--- config.mk ---
export PLATFORM = sky130hd
export DESIGN_NAME = selective_repeat_arq_engine
export DESIGN_NICKNAME = d
export VERILOG_FILES = /design/src/rtl/sra_pkg.sv /design/src/rtl/selective_repeat_arq_engine.sv
export VERILOG_INCLUDE_DIRS = /design/src /design/src/rtl
export SDC_FILE = /design/constraint.sdc
export NUM_CORES = 1
export LEC_CHECK = 0
export BUFFER_PORTS_ARGS = -buffer_cell sky130_fd_sc_hd__clkbuf_2
export CORE_UTILIZATION = 41
export DETAILED_ROUTE_END_ITERATION = 12
export GPL_TIMING_DRIVEN = 0
export PLACE_DENSITY = 0.64
export SLEW_MARGIN = 20
export SYNTH_ARGS = -nofsm -noshare
export SYNTH_HDL_FRONTEND = slang
export SYNTH_SLANG_ARGS = --single-unit
--- constraint.sdc ---
create_clock -name clk -period 5.2 [get_ports clk]
set_input_delay 0.26 -clock clk [delete_from_list [all_inputs] [get_ports clk]]
set_output_delay 0.26 -clock clk [all_outputs]
set_load 0.02 [all_outputs]
--- src/rtl/selective_repeat_arq_engine_defines.svh ---
// assertion macros for the selective repeat arq engine
`ifndef SELECTIVE_REPEAT_ARQ_ENGINE_DEFINES_SVH
`define SELECTIVE_REPEAT_ARQ_ENGINE_DEFINES_SVH

// same-cycle implication, disabled during reset
`define SRA_ASSERT_IMPL(lbl, pre, post) \
	lbl: assert property (@(posedge clk) disable iff (!arst_n) (pre) |-> (post)) \
		else $error("sra assertion failed");

// next-cycle implication, disabled during reset
`define SRA_ASSERT_NEXT(lbl, pre, post) \
	lbl: assert property (@(posedge clk) disable iff (!arst_n) (pre) |=> (post)) \
		else $error("sra assertion failed");

`endif

--- src/rtl/sra_pkg.sv ---
// types, codes and sequence helpers for the selective repeat arq engine
`timescale 1ns / 1ps
`default_nettype none
package sra_pkg;

	localparam int SEQ_MAX = 7;
	localparam int WINDOW  = 4;
	localparam int SEQ_W   = 3;
	localparam int SLOT_W  = 2;
	localparam int OP_W    = 3;
	localparam int KIND_W  = 2;
	localparam int CNT_W   = 3;

	localparam logic [OP_W-1:0] OP_NET_READY = 3'd0;
	localparam logic [OP_W-1:0] OP_PHY_READY = 3'd1;
	localparam logic [OP_W-1:0] OP_FRAME_RX  = 3'd2;
	localparam logic [OP_W-1:0] OP_DATA_TMO  = 3'd3;
	localparam logic [OP_W-1:0] OP_ACK_TMO   = 3'd4;

	localparam logic [KIND_W-1:0] KIND_DATA = 2'd0;
	localparam logic [KIND_W-1:0] KIND_ACK  = 2'd1;
	localparam logic [KIND_W-1:0] KIND_NAK  = 2'd2;

	typedef enum logic [2:0] {
		ACT_STATUS  = 3'd0,
		ACT_DATA    = 3'd1,
		ACT_ACK     = 3'd2,
		ACT_NAK     = 3'd3,
		ACT_STORE   = 3'd4,
		ACT_DELIVER = 3'd5,
		ACT_STOP    = 3'd6,
		ACT_RESTART = 3'd7
	} act_t;

	typedef enum logic [3:0] {
		ST_IDLE,
		ST_DECODE,
		ST_NET_SEND,
		ST_RESEND,
		ST_ACK,
		ST_BAD_NAK,
		ST_RX_HEAD,
		ST_STORE,
		ST_DELIVER,
		ST_RESTART,
		ST_NAK_CHECK,
		ST_STOP_LOOP,
		ST_STATUS
	} state_t;

	function automatic logic [SEQ_W-1:0] seq_inc(input logic [SEQ_W-1:0] s);
		return (s == SEQ_W'(SEQ_MAX)) ? '0 : s + SEQ_W'(1);
	endfunction

	function automatic logic [SEQ_W-1:0] seq_dec(input logic [SEQ_W-1:0] s);
		return (s == '0) ? SEQ_W'(SEQ_MAX) : s - SEQ_W'(1);
	endfunction

	function automatic logic [SLOT_W-1:0] slot_of(input logic [SEQ_W-1:0] s);
		return SLOT_W'(s % WINDOW);
	endfunction

	// circular a <= b < c
	function automatic logic in_window(input logic [SEQ_W-1:0] a,
		input logic [SEQ_W-1:0] b, input logic [SEQ_W-1:0] c);
		return (a <= b && b < c) || (c < a && a <= b) || (b < c && c < a);
	endfunction

endpackage
`default_nettype wire

--- src/rtl/selective_repeat_arq_engine.sv ---
// selective repeat arq control engine: event sequencer and action output register
// sequencing: an input transfer is captured and decoded, then one action per cycle
//   while taken; scan exits and a skipped nak resend issue no action
// flow: a new event is taken only in idle, after the closing status of the previous run;
//   the sequencer emits one action per cycle through a single output register
// reset: arst_n resets windows, counters, flags and the arrival bitmap at once
`timescale 1ns / 1ps
`default_nettype none
`include "selective_repeat_arq_engine_defines.svh"
module selective_repeat_arq_engine (
	input  wire logic                        clk,
	input  wire logic                        arst_n,
	// event channel
	input  wire logic                        in_valid,
	output logic                             in_ready,
	input  wire logic [sra_pkg::OP_W-1:0]    operation,
	input  wire logic                        frame_good,
	input  wire logic [sra_pkg::KIND_W-1:0]  frame_kind,
	input  wire logic [sra_pkg::SEQ_W-1:0]   rx_seq,
	input  wire logic [sra_pkg::SEQ_W-1:0]   rx_ack,
	input  wire logic [sra_pkg::SEQ_W-1:0]   timeout_seq,
	// action channel
	output logic                             out_valid,
	input  wire logic                        out_ready,
	output logic [2:0]                       action,
	output logic [sra_pkg::SEQ_W-1:0]        tx_seq,
	output logic [sra_pkg::SEQ_W-1:0]        tx_ack,
	output logic [sra_pkg::SLOT_W-1:0]       buffer_slot,
	output logic                             network_enable,
	output logic                             last
);
	import sra_pkg::*;

	// sequencer state
	state_t state_q, state_d;

	// captured event
	logic [OP_W-1:0]   op_q;
	logic              good_q;
	logic [KIND_W-1:0] kind_q;
	logic [SEQ_W-1:0]  seq_q;
	logic [SEQ_W-1:0]  ack_q;
	logic [SEQ_W-1:0]  tseq_q;

	// protocol state
	logic [SEQ_W-1:0]  swl_q, swl_d;      // send window low edge
	logic [SEQ_W-1:0]  nss_q, nss_d;      // next sequence number to send
	logic [SEQ_W-1:0]  rexp_q, rexp_d;    // receive window low edge
	logic [SEQ_W-1:0]  rfar_q, rfar_d;    // receive window upper edge (exclusive)
	logic [CNT_W-1:0]  outst_q, outst_d;  // frames in flight
	logic              phys_q, phys_d;
	logic              nak_q, nak_d;
	logic [WINDOW-1:0] arrived_q, arrived_d;
	logic              delivered_q, delivered_d;

	// action output register
	logic              out_valid_q;
	act_t              action_q;
	logic [SEQ_W-1:0]  tx_seq_q;
	logic [SEQ_W-1:0]  tx_ack_q;
	logic [SLOT_W-1:0] slot_q;
	logic              en_q;
	logic              last_q;

	// action being issued this cycle
	logic              emit;
	act_t              e_act;
	logic [SEQ_W-1:0]  e_seq;
	logic [SLOT_W-1:0] e_slot;
	logic              e_en;
	logic              e_last;

	logic              can_emit;
	logic              in_xfer;
	logic [SEQ_W-1:0]  ack_next;

	// output register is free when empty or its action transfers now
	assign can_emit = !out_valid_q || out_ready;
	assign in_xfer  = in_valid && in_ready;
	assign ack_next = seq_inc(ack_q);

	always_ff @(posedge clk or negedge arst_n) begin
		if (!arst_n) begin
			state_q     <= ST_IDLE;
			swl_q       <= '0;
			nss_q       <= '0;
			rexp_q      <= '0;
			rfar_q      <= SEQ_W'(WINDOW % (SEQ_MAX + 1));
			outst_q     <= '0;
			phys_q      <= 1'b0;
			nak_q       <= 1'b1;
			arrived_q   <= '0;
			delivered_q <= 1'b0;
			out_valid_q <= 1'b0;
		end else begin
			state_q     <= state_d;
			swl_q       <= swl_d;
			nss_q       <= nss_d;
			rexp_q      <= rexp_d;
			rfar_q      <= rfar_d;
			outst_q     <= outst_d;
			phys_q      <= phys_d;
			nak_q       <= nak_d;
			arrived_q   <= arrived_d;
			delivered_q <= delivered_d;
			if (emit) begin
				out_valid_q <= 1'b1;
			end else if (out_ready) begin
				out_valid_q <= 1'b0;
			end
		end
	end

	// event capture and action payload
	always_ff @(posedge clk) begin
		if (in_xfer) begin
			op_q   <= operation;
			good_q <= frame_good;
			kind_q <= frame_kind;
			seq_q  <= rx_seq;
			ack_q  <= rx_ack;
			tseq_q <= timeout_seq;
		end
		if (emit) begin
			action_q <= e_act;
			tx_seq_q <= e_seq;
			tx_ack_q <= seq_dec(rexp_q);   // ack number as it stands at this action
			slot_q   <= e_slot;
			en_q     <= e_en;
			last_q   <= e_last;
		end
	end

	// next state and actions
	always_comb begin
		state_d     = state_q;
		swl_d       = swl_q;
		nss_d       = nss_q;
		rexp_d      = rexp_q;
		rfar_d      = rfar_q;
		outst_d     = outst_q;
		phys_d      = phys_q;
		nak_d       = nak_q;
		arrived_d   = arrived_q;
		delivered_d = delivered_q;
		emit        = 1'b0;
		e_act       = ACT_STATUS;
		e_seq       = '0;
		e_slot      = '0;
		e_en        = 1'b0;
		e_last      = 1'b0;
		in_ready    = 1'b0;

		unique case (state_q)
			ST_IDLE: begin
				in_ready = 1'b1;
				if (in_valid) begin
					state_d = ST_DECODE;
				end
			end
			// pick the action run for this event
			ST_DECODE: begin
				state_d = ST_STATUS;
				unique case (op_q)
					OP_NET_READY: begin
						// full window: status only
						if (outst_q < CNT_W'(WINDOW)) begin
							state_d = ST_NET_SEND;
						end
					end
					OP_PHY_READY: begin
						phys_d = 1'b1;
					end
					OP_FRAME_RX: begin
						if (!good_q) begin
							// damaged frame only ever triggers a nak
							if (nak_q) begin
								state_d = ST_BAD_NAK;
							end
						end else if (kind_q == KIND_DATA) begin
							state_d = ST_RX_HEAD;
						end else begin
							state_d = ST_NAK_CHECK;
						end
					end
					OP_DATA_TMO: begin
						if (in_window(swl_q, tseq_q, nss_q)) begin
							state_d = ST_RESEND;
						end
					end
					OP_ACK_TMO: begin
						state_d = ST_ACK;
					end
					default: begin
					end
				endcase
			end
			// fresh frame from the network layer
			ST_NET_SEND: begin
				if (can_emit) begin
					emit    = 1'b1;
					e_act   = ACT_DATA;
					e_seq   = nss_q;
					e_slot  = slot_of(nss_q);
					outst_d = outst_q + CNT_W'(1);
					phys_d  = 1'b0;
					nss_d   = seq_inc(nss_q);
					state_d = ST_STATUS;
				end
			end
			// retransmit on data timer expiry
			ST_RESEND: begin
				if (can_emit) begin
					emit    = 1'b1;
					e_act   = ACT_DATA;
					e_seq   = tseq_q;
					e_slot  = slot_of(tseq_q);
					phys_d  = 1'b0;
					state_d = ST_STATUS;
				end
			end
			// standalone ack on ack timer expiry
			ST_ACK: begin
				if (can_emit) begin
					emit    = 1'b1;
					e_act   = ACT_ACK;
					e_seq   = nss_q;
					phys_d  = 1'b0;
					state_d = ST_STATUS;
				end
			end
			ST_BAD_NAK: begin
				if (can_emit) begin
					emit    = 1'b1;
					e_act   = ACT_NAK;
					nak_d   = 1'b0;
					phys_d  = 1'b0;
					state_d = ST_STATUS;
				end
			end
			// data frame: nak on a gap while a nak is allowed, else restart the ack timer
			ST_RX_HEAD: begin
				if (can_emit) begin
					emit = 1'b1;
					if (seq_q != rexp_q && nak_q) begin
						e_act  = ACT_NAK;
						nak_d  = 1'b0;
						phys_d = 1'b0;
					end else begin
						e_act = ACT_RESTART;
					end
					if (in_window(rexp_q, seq_q, rfar_q) && !arrived_q[slot_of(seq_q)]) begin
						state_d = ST_STORE;
					end else begin
						state_d = ST_STOP_LOOP;
					end
				end
			end
			ST_STORE: begin
				if (can_emit) begin
					emit                       = 1'b1;
					e_act                      = ACT_STORE;
					e_seq                      = seq_q;
					e_slot                     = slot_of(seq_q);
					arrived_d[slot_of(seq_q)]  = 1'b1;
					delivered_d                = 1'b0;
					state_d                    = ST_DELIVER;
				end
			end
			// hand up frames in order while the head of the window has arrived
			ST_DELIVER: begin
				if (arrived_q[slot_of(rexp_q)]) begin
					if (can_emit) begin
						emit                       = 1'b1;
						e_act                      = ACT_DELIVER;
						e_seq                      = rexp_q;
						e_slot                     = slot_of(rexp_q);
						nak_d                      = 1'b1;
						arrived_d[slot_of(rexp_q)] = 1'b0;
						rexp_d                     = seq_inc(rexp_q);
						rfar_d                     = seq_inc(rfar_q);
						delivered_d                = 1'b1;
					end
				end else if (delivered_q) begin
					state_d = ST_RESTART;
				end else begin
					state_d = ST_STOP_LOOP;
				end
			end
			ST_RESTART: begin
				if (can_emit) begin
					emit    = 1'b1;
					e_act   = ACT_RESTART;
					state_d = ST_STOP_LOOP;
				end
			end
			// nak frame: resend the frame after the acked one if still in flight
			ST_NAK_CHECK: begin
				if (kind_q == KIND_NAK && in_window(swl_q, ack_next, nss_q)) begin
					if (can_emit) begin
						emit    = 1'b1;
						e_act   = ACT_DATA;
						e_seq   = ack_next;
						e_slot  = slot_of(ack_next);
						phys_d  = 1'b0;
						state_d = ST_STOP_LOOP;
					end
				end else begin
					state_d = ST_STOP_LOOP;
				end
			end
			// cumulative ack: retire frames up to and including ack
			ST_STOP_LOOP: begin
				if (in_window(swl_q, ack_q, nss_q)) begin
					if (can_emit) begin
						emit   = 1'b1;
						e_act  = ACT_STOP;
						e_seq  = swl_q;
						e_slot = slot_of(swl_q);
						if (outst_q != '0) begin
							outst_d = outst_q - CNT_W'(1);
						end
						swl_d = seq_inc(swl_q);
					end
				end else begin
					state_d = ST_STATUS;
				end
			end
			// closing status of every run
			ST_STATUS: begin
				if (can_emit) begin
					emit    = 1'b1;
					e_act   = ACT_STATUS;
					e_en    = (outst_q < CNT_W'(WINDOW)) && phys_q;
					e_last  = 1'b1;
					state_d = ST_IDLE;
				end
			end
			default: begin
				state_d = ST_IDLE;
			end
		endcase
	end

	assign out_valid      = out_valid_q;
	assign action         = action_q;
	assign tx_seq         = tx_seq_q;
	assign tx_ack         = tx_ack_q;
	assign buffer_slot    = slot_q;
	assign network_enable = en_q;
	assign last           = last_q;

	// in-flight count never exceeds the window
	`SRA_ASSERT_IMPL(a_outst_bound, 1'b1, outst_q <= CNT_W'(WINDOW))
	// only the status action closes a run
	`SRA_ASSERT_IMPL(a_last_status, out_valid_q && last_q, action_q == ACT_STATUS)
	// between events the only pending action is the closing status
	`SRA_ASSERT_IMPL(a_idle_pending, state_q == ST_IDLE && out_valid_q, last_q)
	// head of the receive window is never left marked as arrived between events
	`SRA_ASSERT_IMPL(a_head_clear, state_q == ST_IDLE, !arrived_q[slot_of(rexp_q)])
	// an accepted event always opens with a decode cycle
	`SRA_ASSERT_NEXT(a_decode_next, in_xfer, state_q == ST_DECODE)

endmodule
`default_nettype wire
==> run_results.csv <==
group,metric,value,unit
pwr,internal-power,1315,uW
die,die-area,9367,um2
worst_setup_path,cp.required,5.15,ns
placement,dpl.cell_count,527,
clock_network,cts_root_buf,"clkbuf_8",
clock_network,cts_setup_buffers,0,
global_route,grt_pass1_wl,14630,um
layout,fin_cells,535,
die,row_count,34,
layout,drive_gt1_frac,0.1335,
pwr,power_frac_clock,0.099,
detailed_routing,via_count,3081,
pwr,p_leak,0.001809,uW
synth,syn_nets,444,
die,dieHeight,96.79,um
synth,ys.flop_type,"edfxtp_1",
die,die_w,96.79,um
synth,synth.distinct_cells,63,
timing,tightest_slew,0.7439,ns
clock_network,clock_latency,0.31,ns
layout,antenna_cells,0,
synth,yosysTopAreaCellShare,0.2283,
placement,port_buffers,33,
timing,final.setup_skew,0.009007,ns
die,coreArea,8721,um2
timing,setup_viol,0,
global_route,global_route.overflow_total,0,
flow_run,maxCapViolCount,0,
layout,mostFrequentLayoutCells,"ha_1, inv_1, clkbuf_2, nand2_1, edfxtp_1",
detailed_routing,dr_wl_met3,326,um
detailed_routing,top_layer_used,"met4",
global_route,grt_pass1_vias,3011,
worst_setup_path,critPathKind,"flop to flop",
clock_network,cts_resized,0,
synth,syn_area,3684,um2
layout,nets,484,
pwr,switching_share,0.4660,
pwr,seqPwrFrac,0.332,
detailed_routing,dr_wl_met2,4000,um
worst_setup_path,start_kind,"flop",
global_route,grt_max_degree,28,
global_route,antenna_found_initial,0,
layout,nFillCells,873,
timing,fmax,325.0,MHz
detailed_routing,wl_per_cell,16.32,um
detailed_routing,drt-initial-drc-count,185,
synth,synth_edf_count,28,
timing,slew_headroom,0.5041,
synth,yosys_warnings,0,
die,start_util,0.4224,
pwr,p_comb_frac,0.569,
timing,report.final.hold_viol_count,0,
worst_setup_path,critPathMaxFanout,14,
clock_network,cts_buffers,5,
synth,synth_seq_area_share,0.4124,
worst_setup_path,critPathCaptureType,"flop",
layout,layout_commonest_cell,"ha_1",
synth,synth_seq_cells,55,
detailed_routing,ant_nets,0,
timing,fin_ws,2.123,ns
placement,gp_congestion,0.9053,
clock_network,clock_path_buffers,2,
pwr,p_per_area,604.3,nW/um2
clock_network,cts.hold.buffers_added,0,
clock_network,htreeDepth,2,
detailed_routing,drt_drc_violations_left,0,
worst_setup_path,worstPathArrival,3.03,ns
pwr,switchingPower,1147,uW
timing,fin_setup_tns,0,ns
synth,synth_area_leaders,"edfxtp_1, dfrtp_1, ha_1",
timing,rsz0062_at_grt,"false",
layout,area_growth,10.60,%
die,ioPinCount,34,
synth,post-synth-top-area-cell,"edfxtp_1",
timing,period_needed,3.077,ns
detailed_routing,drt-total-wl,8733,um
clock_network,cts_tree,"built",
min_path,worstHoldPathType,"input pin to async pin",
synth,syn_area_per_cell,9.543,um2
run_status,status,"finished, final reports clean",
placement,pre_cts_ws,2.151,ns
global_route,track_usage,0.1946,
detailed_routing,dr.pass1.iters,4,
detailed_routing,wl_met1,4267,um
pwr,ir_drop,166.2,uV
synth,ys_async_sr_fraction,0.4909,
clock_network,cts.sinks,55,
clock_network,clk_pin_slew,0.10,ns
timing,report.final.slew_viol_count,0,
placement,dpl.hpwl,6874,um
timing,fin_crit_sh,0.5917,
synth,syn-instance-count,386,
detailed_routing,detail_route.vias_per_cell,5.759,
==> path summary, 6_finish.rpt <==
kind	from	to	slack (ns)	cells after the start
hold / removal	arst_n	outst_q[2]	0.0003	1
max in group asynchronous	arst_n	rexp_q[0]	4.73	1
setup reg to reg	ack_q[0]	tx_ack[2]	2.12	8
hold reg to reg	phys_q	phys_q	0.50	1
min in group clk	frame_good	good_q	0.12	1
setup / recovery	ack_q[0]	tx_ack[2]	2.12	8
==> cell families (layout without fill, tap and decap cells) <==
kind of cell               Yosys count  in the layout  synth area share
AOI/OAI and AO/OA                  127            127            0.2242
and+or+nand+nor                    108            108            0.1501
DFF                                 55             55            0.4124
buffers and inverters               50             91           0.05299
adders and majority gates           39             39            0.1345
muxes                                5              5           0.02106
xor gates and xnor gates             2              2          0.004756
==> layer usage <==
| metal | vias up | GRT usage |
|---|---|---|
| li1 | 1510 | - |
| met1 | 1489 | 0.2760 |
| met2 | 73 | 0.3115 |
| met3 | 9 | 0.02673 |
| met4 | 0 | 0.05396 |
| met5 | - | 0 |
==> sequential cells by signal, summed over array words and instances (netlist names), 2 cells and up <==
name	flops
ack_q	3
action	3
arrived_q	4
buffer_slot	2
kind_q	2
nss_q	3
op_q	3
outst_q	3
rexp_q	3
rfar_q	3
seq_q	3
state_q	4
swl_q	3
tseq_q	3
tx_ack	3
tx_seq	3
==> critical path, cell delays in order, from the launching register on <==
cell      delay [ns]
edfxtp_1        0.49
ha_1            0.25
ha_1            0.32
ha_1            0.31
a21oi_1         0.13
o21ai_1         0.10
a22oi_1         0.29
o21a_1          0.30
or3_1           0.53
==> through the flow <==
step | utilization | instance area (um2) | power [uW] | hold WS [ns]
after CTS | 0.4671 | 4074 | 2472 | 0.02440
after floorplan | - | 3684 | 1837 | -0.03559
after detailed placement | 0.4568 | 3984 | 2221 | 0.3711
after global placement | 0.4568 | 3984 | 2180 | 0.3604
final | 0.4671 | 4074 | 2462 | 0.0003284
after global routing | 0.4671 | 4074 | 2688 | 0.05581
==> area by class of cell <==
class | instances | area [um2] | area share
Buffer | 15 | 63.81 | 0.01566
Inverter | 35 | 131.4 | 0.03225
Timing Repair Buffer | 33 | 165.2 | 0.04054
Sequential cell | 55 | 1519 | 0.3729
Clock buffer | 7 | 86.33 | 0.02119
Multi-Input combinational cell | 281 | 1969 | 0.4834
Tap cell | 108 | 135.1 | 0.03317
Clock inverter | 1 | 3.754 | 0.0009214
==> synth_stat cells, types with 11 or more instances <==
cell and count:
edfxtp_1 28, o21ai_1 14, dfrtp_1 25, ha_1 38, a21oi_1 20, inv_1 34
nand2_1 30, o21ai_0 27, a31oi_1 11, nor2_1 23
==> power by group through the flow <==
stage          sequential [uW]  combinational, uW  clock [uW]
2_1_floorplan              856                981           0
6_report                   817               1400         244
4_1_cts                    819               1400         254
3_3_place_gp               820               1360           0
3_5_place_dp               828               1390           0
5_1_grt                    841               1580         271
Power figures use the tool's default switching activity.
